File: config.mk
export PLATFORM = sky130hd
export DESIGN_NAME = pulse_duration_symbol_packer
export DESIGN_NICKNAME = d
export VERILOG_FILES = /design/src/pdsp_pkg.sv /design/src/pulse_duration_symbol_packer.sv /design/src/pdsp_chunk_unit.sv /design/src/pdsp_seq.sv /design/src/pdsp_out_reg.sv
export SDC_FILE = /design/constraint.sdc
export NUM_CORES = 1
export LEC_CHECK = 0
export BUFFER_PORTS_ARGS = -buffer_cell sky130_fd_sc_hd__buf_2
export CORE_MARGIN = 2
export CORE_UTILIZATION = 40
export CTS_BUF_LIST = sky130_fd_sc_hd__clkbuf_4 sky130_fd_sc_hd__clkbuf_8
export CTS_CLUSTER_SIZE = 12
export DETAILED_ROUTE_END_ITERATION = 12
export PLACE_DENSITY = 0.65
export SYNTH_ARGS = -nofsm -noshare
export SYNTH_HDL_FRONTEND = slang
export SYNTH_SLANG_ARGS = --single-unit
File: constraint.sdc
create_clock -name clk -period 3.27 [get_ports clk]
set_clock_uncertainty 0.2 [all_clocks]
set_input_delay 0.981 -clock clk [delete_from_list [all_inputs] [get_ports clk]]
set_output_delay 0.981 -clock clk [all_outputs]
set_load 0.005 [all_outputs]
File: src/pdsp_pkg.sv
// Shared types and constants for the pulse duration symbol packer.
`timescale 1ns / 1ps
`default_nettype none

package pdsp_pkg;

	localparam int DUR_W         = 22;
	localparam int LEN_W         = 15;
	localparam int MAX_CHUNKS    = 127;
	localparam int CHUNK_MAX_DEF = 32767;

	typedef enum logic [1:0] {
		ST_IDLE,
		ST_SPLIT,
		ST_PAD
	} state_t;

	typedef struct packed {
		logic load;
		logic advance;
	} chunk_ctl_t;

	typedef struct packed {
		logic [LEN_W-1:0] length;
		logic             last;
	} chunk_t;

	typedef struct packed {
		logic [LEN_W-1:0] first_length;
		logic             first_level;
		logic [LEN_W-1:0] second_length;
		logic             second_level;
		logic             last;
	} word_t;

	typedef struct packed {
		state_t state;
		logic   held_valid;
	} seq_status_t;

endpackage

`default_nettype wire

File: src/pulse_duration_symbol_packer.sv
// Top level of the pulse duration symbol packer.
// Usage:
//   The item channel (item_valid, item_stall, duration, frame_end) takes one
//   mark/space duration of an IR frame per transaction. Levels alternate from
//   mark at each frame start. Each duration, saturated at 127 chunks, is cut
//   into chunks of at most CHUNK_MAX ticks; chunks pair into symbol words on
//   the word channel (word_valid, word_stall and the five word fields).
//   The last word of a frame has word_last set, padded with a zero half if odd.
//   An item is loaded, then cut chunk by chunk through the shared
//   compare-and-subtract unit, plus a padded word where one is needed, with
//   item_stall high until the item is done. A word appears in the cycle after
//   it is formed; the output register lets the next chunk be cut while a word
//   waits. While word_stall is high the word holds, and the sequencer
//   halts on the next word it would form.
//   Reset clears the held half, sets the level to mark and empties the
//   output register; no item is lost across frames.
`timescale 1ns / 1ps
`default_nettype none

module pulse_duration_symbol_packer
	import pdsp_pkg::*;
#(
	parameter int CHUNK_MAX = CHUNK_MAX_DEF
) (
	input  wire logic             clk,
	input  wire logic             arst_n,
	input  wire logic             item_valid,
	output logic                  item_stall,
	input  wire logic [DUR_W-1:0] duration,
	input  wire logic             frame_end,
	output logic                  word_valid,
	input  wire logic             word_stall,
	output logic [LEN_W-1:0]      first_length,
	output logic                  first_level,
	output logic [LEN_W-1:0]      second_length,
	output logic                  second_level,
	output logic                  word_last
);

	chunk_ctl_t  ctl;
	chunk_t      chunk;
	word_t       word;
	word_t       word_out;
	seq_status_t status;
	logic        idle;
	logic        push;
	logic        out_ready;
	logic        item_accept;

	assign item_stall  = !idle;
	assign item_accept = item_valid && idle;

	pdsp_chunk_unit #(
		.CHUNK_MAX(CHUNK_MAX)
	) u_chunk (
		.clk      (clk),
		.arst_n   (arst_n),
		.ctl      (ctl),
		.duration (duration),
		.chunk    (chunk)
	);

	pdsp_seq u_seq (
		.clk         (clk),
		.arst_n      (arst_n),
		.item_accept (item_accept),
		.frame_end   (frame_end),
		.chunk       (chunk),
		.out_ready   (out_ready),
		.ctl         (ctl),
		.idle        (idle),
		.push        (push),
		.word        (word),
		.status      (status)
	);

	pdsp_out_reg u_out (
		.clk      (clk),
		.arst_n   (arst_n),
		.push     (push),
		.word_in  (word),
		.stall    (word_stall),
		.ready    (out_ready),
		.valid    (word_valid),
		.word_out (word_out)
	);

	assign first_length  = word_out.first_length;
	assign first_level   = word_out.first_level;
	assign second_length = word_out.second_length;
	assign second_level  = word_out.second_level;
	assign word_last     = word_out.last;

	a_pad_has_half: assert property (@(posedge clk) disable iff (!arst_n)
		(status.state == ST_PAD) |-> status.held_valid)
		else $error("pad state without a held half");

	a_last_ends_item: assert property (@(posedge clk) disable iff (!arst_n)
		(push && word.last) |=> (status.state == ST_IDLE && !status.held_valid))
		else $error("last word did not end the item");

	a_accept_starts: assert property (@(posedge clk) disable iff (!arst_n)
		(item_valid && !item_stall) |=> (status.state == ST_SPLIT))
		else $error("accepted transaction did not start splitting");

endmodule

`default_nettype wire

File: src/pdsp_chunk_unit.sv
// Remaining-duration register with the shared compare and subtract that cuts chunks.
`timescale 1ns / 1ps
`default_nettype none

module pdsp_chunk_unit
	import pdsp_pkg::*;
#(
	parameter int CHUNK_MAX = CHUNK_MAX_DEF
) (
	input  wire logic             clk,
	input  wire logic             arst_n,
	input  wire chunk_ctl_t       ctl,
	input  wire logic [DUR_W-1:0] duration,
	output chunk_t                chunk
);

	localparam int unsigned CAP = MAX_CHUNKS * CHUNK_MAX;

	logic [DUR_W-1:0] rem_q;
	logic             over_max;
	logic [DUR_W-1:0] sat_duration;

	assign over_max     = rem_q > DUR_W'(CHUNK_MAX);
	assign sat_duration = (duration > DUR_W'(CAP)) ? DUR_W'(CAP) : duration;

	always_comb begin
		chunk.length = over_max ? LEN_W'(CHUNK_MAX) : rem_q[LEN_W-1:0];
		chunk.last   = !over_max;
	end

	always_ff @(posedge clk or negedge arst_n) begin
		if (!arst_n) begin
			rem_q <= '0;
		end else if (ctl.load) begin
			rem_q <= sat_duration;
		end else if (ctl.advance) begin
			rem_q <= rem_q - DUR_W'(chunk.length);
		end
	end

endmodule

`default_nettype wire

File: src/pdsp_seq.sv
// Sequencer that pairs chunks into symbol words and tracks the held half and level.
`timescale 1ns / 1ps
`default_nettype none

module pdsp_seq
	import pdsp_pkg::*;
(
	input  wire logic   clk,
	input  wire logic   arst_n,
	input  wire logic   item_accept,
	input  wire logic   frame_end,
	input  wire chunk_t chunk,
	input  wire logic   out_ready,
	output chunk_ctl_t  ctl,
	output logic        idle,
	output logic        push,
	output word_t       word,
	output seq_status_t status
);

	state_t           st_q, st_d;
	logic             held_valid_q, held_valid_d;
	logic [LEN_W-1:0] held_length_q, held_length_d;
	logic             held_level_q, held_level_d;
	logic             level_q, level_d;
	logic             fend_q, fend_d;

	always_ff @(posedge clk or negedge arst_n) begin
		if (!arst_n) begin
			st_q         <= ST_IDLE;
			held_valid_q <= 1'b0;
			level_q      <= 1'b1;
			fend_q       <= 1'b0;
		end else begin
			st_q         <= st_d;
			held_valid_q <= held_valid_d;
			level_q      <= level_d;
			fend_q       <= fend_d;
		end
	end

	always_ff @(posedge clk) begin
		held_length_q <= held_length_d;
		held_level_q  <= held_level_d;
	end

	always_comb begin
		st_d          = st_q;
		held_valid_d  = held_valid_q;
		held_length_d = held_length_q;
		held_level_d  = held_level_q;
		level_d       = level_q;
		fend_d        = fend_q;
		ctl.load      = 1'b0;
		ctl.advance   = 1'b0;
		push          = 1'b0;
		idle          = 1'b0;
		word.first_length  = held_length_q;
		word.first_level   = held_level_q;
		word.second_length = chunk.length;
		word.second_level  = level_q;
		word.last          = fend_q && chunk.last;
		case (st_q)
			ST_IDLE: begin
				idle = 1'b1;
				if (item_accept) begin
					ctl.load = 1'b1;
					fend_d   = frame_end;
					st_d     = ST_SPLIT;
				end
			end
			ST_SPLIT: begin
				if (!held_valid_q || out_ready) begin
					ctl.advance = 1'b1;
					if (held_valid_q) begin
						push         = 1'b1;
						held_valid_d = 1'b0;
					end else begin
						held_valid_d  = 1'b1;
						held_length_d = chunk.length;
						held_level_d  = level_q;
					end
					if (chunk.last) begin
						if (!fend_q) begin
							level_d = !level_q;
							st_d    = ST_IDLE;
						end else if (held_valid_q) begin
							level_d = 1'b1;
							st_d    = ST_IDLE;
						end else begin
							st_d = ST_PAD;
						end
					end
				end
			end
			ST_PAD: begin
				word.second_length = '0;
				word.second_level  = 1'b0;
				word.last          = 1'b1;
				if (out_ready) begin
					push         = 1'b1;
					held_valid_d = 1'b0;
					level_d      = 1'b1;
					st_d         = ST_IDLE;
				end
			end
			default: begin
				st_d = ST_IDLE;
			end
		endcase
	end

	always_comb begin
		status.state      = st_q;
		status.held_valid = held_valid_q;
	end

endmodule

`default_nettype wire

File: src/pdsp_out_reg.sv
// Output register holding one symbol word until the receiver takes it.
`timescale 1ns / 1ps
`default_nettype none

module pdsp_out_reg
	import pdsp_pkg::*;
(
	input  wire logic  clk,
	input  wire logic  arst_n,
	input  wire logic  push,
	input  wire word_t word_in,
	input  wire logic  stall,
	output logic       ready,
	output logic       valid,
	output word_t      word_out
);

	logic  valid_q;
	word_t word_q;

	assign ready    = !valid_q || !stall;
	assign valid    = valid_q;
	assign word_out = word_q;

	always_ff @(posedge clk or negedge arst_n) begin
		if (!arst_n) begin
			valid_q <= 1'b0;
		end else if (ready) begin
			valid_q <= push;
		end
	end

	always_ff @(posedge clk) begin
		if (ready && push) begin
			word_q <= word_in;
		end
	end

endmodule

`default_nettype wire

# After elaboration in Yosys (flattened, before gate mapping)
# Index checks and enable logic that the tools add are counted.
[op_classes]
add_sub_neg = 1
n_lt_le_gt_ge = 2
n_eq_ne = 7
muxes = 30
bitwise_logic = 1
reduce_logical = 19
[op_table]
columns = ["cell", "n"]
rows = [
  ["$mux W22", 3],
  ["$gt A22 B15 Y1 const B", 1],
  ["$gt A22 B22 Y1 const B", 1],
  ["$sub A22 B15 Y22", 1],
  ["$mux W1", 16],
  ["$mux W15", 1],
  ["$mux W2", 6],
  ["$logic_not A1 Y1", 6],
  ["$pmux W1 S2", 3],
  ["$pmux W2 S3", 1],
  ["$reduce_and A3 Y1", 2],
  ["$reduce_and A5 Y1", 1],
  ["$ne A2 B1 Y1 const B", 2],
  ["$ne A2 B2 Y1 const B", 2],
  ["$reduce_and A4 Y1", 1],
  ["$reduce_bool A2 Y1", 2],
  ["$logic_and A1 B1 Y1", 3],
  ["$ne A3 B2 Y1 const B", 1],
  ["$eq A2 B1 Y1 const B", 1],
  ["$eq A2 B2 Y1 const B", 1],
  ["$logic_not A2 Y1", 1],
  ["$logic_or A1 B1 Y1", 2],
  ["$reduce_and A2 Y1", 1],
  ["$not A1 Y1", 1],
]
[word_totals]
register_bits = 77
in_bits = 27
output_inout_bits = 35

# Longest topological paths before layout
[logic_depth]
word_depth = 7
depth_mapped = 11

# By module
# From an unflattened synthesis, not the netlist that was laid out.
[unflattened]
cells_unflattened = 326
area_unflattened_um2 = 3748.6
[modules_own_cells]
columns = ["module", "instances", "cells_per_inst", "area_per_inst_um2", "seq_area_each_um2"]
rows = [
  ["pdsp_chunk_unit", 1, 212, 1700.4, 550.5],
  ["pdsp_out_reg", 1, 37, 1038.5, 1016.0],
  ["pdsp_seq", 1, 75, 999.7, 606.8],
  ["pulse_duration_symbol_packer", 1, 2, 10.0, 0.0],
]

# Worst setup path after synthesis
# OpenSTA, ideal clock, no wires.
[synth_path]
path_kind = "input port to flip-flop"
startpoint = "in word_stall"
endpoint = "reg u_out.word_q (netlist bit u_out.word_out[0]), enable pin"
arrival_time_ns = 2.584
required_ns = 2.636
path_slack_ns = 0.052
stages = 1
n_path_buf = 0
cell_sequence = "a21oi_1"
[synth_between]
elab_chain_len = 6
elab_cells_between_ends = 7
[synth_lines]
columns = ["item", "line_no", "rtl"]
rows = [
  ["start: declaration", "pulse_duration_symbol_packer.sv:32", "input wire logic word_stall,"],
  ["$logic_not A1 Y1 (*)", "pdsp_out_reg.sv:21", "assign ready = !valid_q || !stall;"],
  ["$logic_or A1 B1 Y1 (*)", "pdsp_out_reg.sv:21", ""],
  ["$logic_or A1 B1 Y1", "pdsp_seq.sv:73", "if (!held_valid_q || out_ready) begin"],
  ["$mux W1", "pdsp_seq.sv:73", ""],
  ["$pmux W1 S2", "pdsp_seq.sv:63", "case (st_q)"],
  ["$logic_and A1 B1 Y1 (*)", "pdsp_out_reg.sv:34", "if (ready && push) begin"],
  ["end signal: assignment", "pdsp_out_reg.sv:35", "word_q <= word_in;"],
  ["end: declaration", "pdsp_out_reg.sv:19", "word_t word_q;"],
]
# Mark *: on every way between the ends. The rest lies on a longest branch, timed or not.
# A chain may end at the register's enable or synchronous reset.

# Worst setup path in the final report
[layout_path]
startpoint = "reg u_chunk.rem_q[18]"
endpoint = "reg u_chunk.rem_q[12]"
[layout_between]
elab_chain_len = 5
[layout_lines]
columns = ["item", "line_no", "rtl"]
rows = [
  ["start: declaration", "pdsp_chunk_unit.sv:19", "logic [DUR_W-1:0] rem_q;"],
  ["start signal: assignment", "pdsp_chunk_unit.sv:35", "rem_q <= sat_duration;"],
  ["start signal: assignment", "pdsp_chunk_unit.sv:37", "rem_q <= rem_q - DUR_W'(chunk.length);"],
  ["$gt A22 B15 Y1", "pdsp_chunk_unit.sv:23", "assign over_max = rem_q > DUR_W'(CHUNK_MAX);"],
  ["$mux W15", "pdsp_chunk_unit.sv:27", "chunk.length = over_max ? LEN_W'(CHUNK_MAX) : rem_q[LEN_W-1:0];"],
  ["$sub A22 B15 Y22", "pdsp_chunk_unit.sv:37", ""],
  ["$mux W22", "pdsp_chunk_unit.sv:36", "end else if (ctl.advance) begin"],
  ["$mux W22", "pdsp_chunk_unit.sv:34", "end else if (ctl.load) begin"],
]
# No other way between the ends. The select of a mux whose other input is x is not followed.

==> results.yml <==
sta:
  slew_headroom_pct: 55.7
  rsz0062_at_grt: "false"
  min_period_ps: 2890
  setup_violations: 0
  finalCritPeriodShare_pct: 88.2
  tightestPinTransition_ps: 665
  maxSlewViolCount: 0
  setup_tns_ps: 0
  finalHoldViolCount: 0
  timing.hold.ws_ps: 221
  fmax_ghz: 0.347
clocking:
  cts_made_buffers: 9
  cts_sinks: 77
  clock_path_buffers: 2
  clock_latency_ps: 350
  cts-root-buf: "clkbuf_8"
  postCtsHoldBufs: 0
  htree_num_levels: 3
  cts_tree: "done"
  post_cts_resized: 0
  post-cts-setup-buffers: 0
  clkSlewWorstSetupHoldPaths_ps: 80
worst_setup_path:
  r2r-end: "u_chunk.rem_q[12]"
  cpLargestDelayFamily: "simple AND/OR/NAND/NOR gates"
  arrival_ps: 2920
  cp_data_required_time_ps: 3310
  cp-endpoint: "u_chunk.rem_q[12]"
  r2r-start: "u_chunk.rem_q[18]"
  cp-end-kind: "register"
  cp.depth: 9
  worst_r2r_path_depth: 9
  crit_slowest_cell: "or4_4"
  startpoint_type: "register"
  cp-startpoint: "u_chunk.rem_q[18]"
  path_buf_inv: 1
  path_max_fanout: 11
  crit_path_cell_trace: "or4_4, or2_1, nand2b_1, ha_1, buf_4, and3_1, o2111ai_1, o21ai_0, nor3_1"
  critPathMaxStageDelay_ps: 540
  r2r_setup_slack_ps: 380
  crit_type: "reg -> reg"
yosys:
  synth_nets: 356
  muxShareOfSynthArea_pct: 0.551
  synth_common_cells: "49 x edfxtp_1, 27 x dfrtp_1, 26 x nand2_1, 20 x o21ai_0"
  yosys.area_share.adder_pct: 1.38
  syn_area_per_cell_sq_um: 11.2
  seq_area_frac_synth_pct: 59.8
  synth_xor_area_share_pct: 0.723
  synthSimpleGateAreaFrac_pct: 19.0
  async_flop_share_pct: 36.4
  ys_ff_latch: 77
  synthFlopType: "edfxtp_1"
  synth_top_area_share_pct: 40.5
  yosysWarnings: 0
  synth-compound-area-share_pct: 14.9
  synth_top_family_by_area: "simple AND/OR/NAND/NOR gates"
  synth_cell_types: 56
  synth-edff-count: 49
  yosys.area.top_type: "edfxtp_1"
  synthTopCellsByArea: "edfxtp_1 40%, dfrtp_1 19%, and2_1 2.9%"
  syn_area_sq_um: 3640
  postSynthCellCount: 325
  synth.most_common_cell: "edfxtp_1"
global_route:
  antenna_found_initial: 0
  grt_pass1_wl_microns: 13700
  grt_pass1_vias: 2719
  grtUsageTotal_pct: 17.8
  grt_overflow: 0
  grt_max_degree: 34
finish:
  nets: 419
  regArea_sq_um: 2170
  final_core_util_pct: 49.2
  drive_above_1_share_pct: 23.9
  antenna_cells: 0
  multi_input_area_sq_um: 1340
  fill_cells: 816
  area_growth_pct: 18.5
floorplan:
  die-area_sq_um: 9870
  io_pins: 62
  core_area_sq_um: 8760
  die_x_microns: 99.3
  num_rows: 34
  die_height_microns: 99.3
  start_util_pct: 41.5
routing:
  wirelength_microns: 8350
  postRouteAntennaNets: 0
  firstDrtPassIters: 5
  drtIter0Drc: 295
  drc: 0
  avgRoutedWirePerCell_microns: 16.7
  vias_per_cell: 5.65
  vias: 2832
outcome:
  status: "finished clean"
power_and_ir_drop:
  p_int_uw: 2540
  switching_share_pct: 37.3
  p_per_area_nw_per_um2: 939
  power_uw: 4050
  power.switching_uw: 1510
  pwr-share-comb_pct: 36.3
  p_leak_uw: 0.00156
  p_seq_share_pct: 42.1
  clock_power_share_pct: 21.6
  vdd.ir_drop.worst_uv: 350
hold_path:
  hold_path.class: "reg -> reg"
placed_design:
  place_hpwl_microns: 5860
  place_congestion: 0.889
  io_buffers: 61
run:
  drv_cap: 0
==> power by group through the flow <==
stage                     Combinational, uW  Clock (uW)  Sequential (uW)
after floorplan                        1030           0             1660
after global placement                 1440           0             1710
final                                  1470         874             1710
after CTS                              1470         888             1700
after global routing                   1650         928             1750
after detailed placement               1470           0             1720
==> metal layers <==
metal | track usage (%) | part of all wire (%) | vias up
met2 | 27.7 | 47 | 123
met5 | 0 | 0 | -
met3 | 4.29 | 6.5 | 12
li1 | - | - | 1351
met4 | 5.69 | 0.68 | 0
met1 | 24.7 | 46 | 1346
==> layout by cell type, fill, tap and decap left out, drive strengths merged, types with 4 or more instances in the layout <==
cell    synthesis  routed
buf             7      70
a31oi           7       7
or4             6       6
clkbuf         11      10
nand3           8       8
o21ai          23      23
edfxtp         49      49
nor3           10      10
nand2          26      26
inv            12      12
a211oi          5       5
dfrtp          27      27
ha              4       4
o22ai           4       4
nand4           7       7
nor4            4       4
and2           17      17
a21oi          15      15
o31ai           4       4
or3            17      17
nor2           16      16
==> per-stage QoR <==
stage	std cells	cell area, sq um	setup WS (ps)
2_1_floorplan	325	3640	52.2
3_3_place_gp	485	4070	444
3_5_place_dp	485	4070	410
4_1_cts	501	4310	403
5_1_grt	501	4310	231
6_report	501	4310	385
==> worst min path at each step <==
stage / from / endpoint / slack [ps] / depth (start not counted)
after floorplan: u_seq.held_level_q / u_out.word_out[17] / 200 / 0
after global placement: u_seq.held_length_q[1] / u_out.word_out[19] / 200 / 0
after detailed placement: u_seq.held_length_q[14] / u_out.word_out[32] / 200 / 0
after CTS: u_seq.held_length_q[14] / u_out.word_out[32] / 220 / 0
after global routing: u_seq.held_length_q[6] / u_out.word_out[24] / 230 / 0
final: u_seq.held_length_q[14] / u_out.word_out[32] / 220 / 0
==> final cells by class <==
| class | count | share of cell area (%) |
|---|---|---|
| repair buffers | 70 | 8.65 |
| multi-input cells | 218 | 31.1 |
| clock inverters | 6 | 2.58 |
| clock buffers | 10 | 3.05 |
| flip-flops and latches | 77 | 50.4 |
| well taps | 108 | 3.14 |
| inverters | 12 | 1.05 |
==> flip-flops by register name (all words and copies together) (netlist names) <==
register / count
u_seq.held_level_q: 1
u_out.word_out: 33
u_chunk.rem_q: 22
u_seq.held_valid_q: 1
u_seq.level_q: 1
u_seq.st_q: 2
u_out.valid: 1
u_seq.held_length_q: 15
u_seq.fend_q: 1
==> logic make-up (layout without fill, tap and decap cells) <==
| kind of cell | count (synthesis) | count (layout) |
|---|---|---|
| xor gates and xnor gates | 3 | 3 |
| AOI/OAI and AO/OA | 82 | 82 |
| buffers and inverters | 30 | 98 |
| DFF | 77 | 77 |
| and+or+nand+nor | 127 | 127 |
| muxes | 2 | 2 |
| adders and majority gates | 4 | 4 |
(Power assumes the default switching activity.)
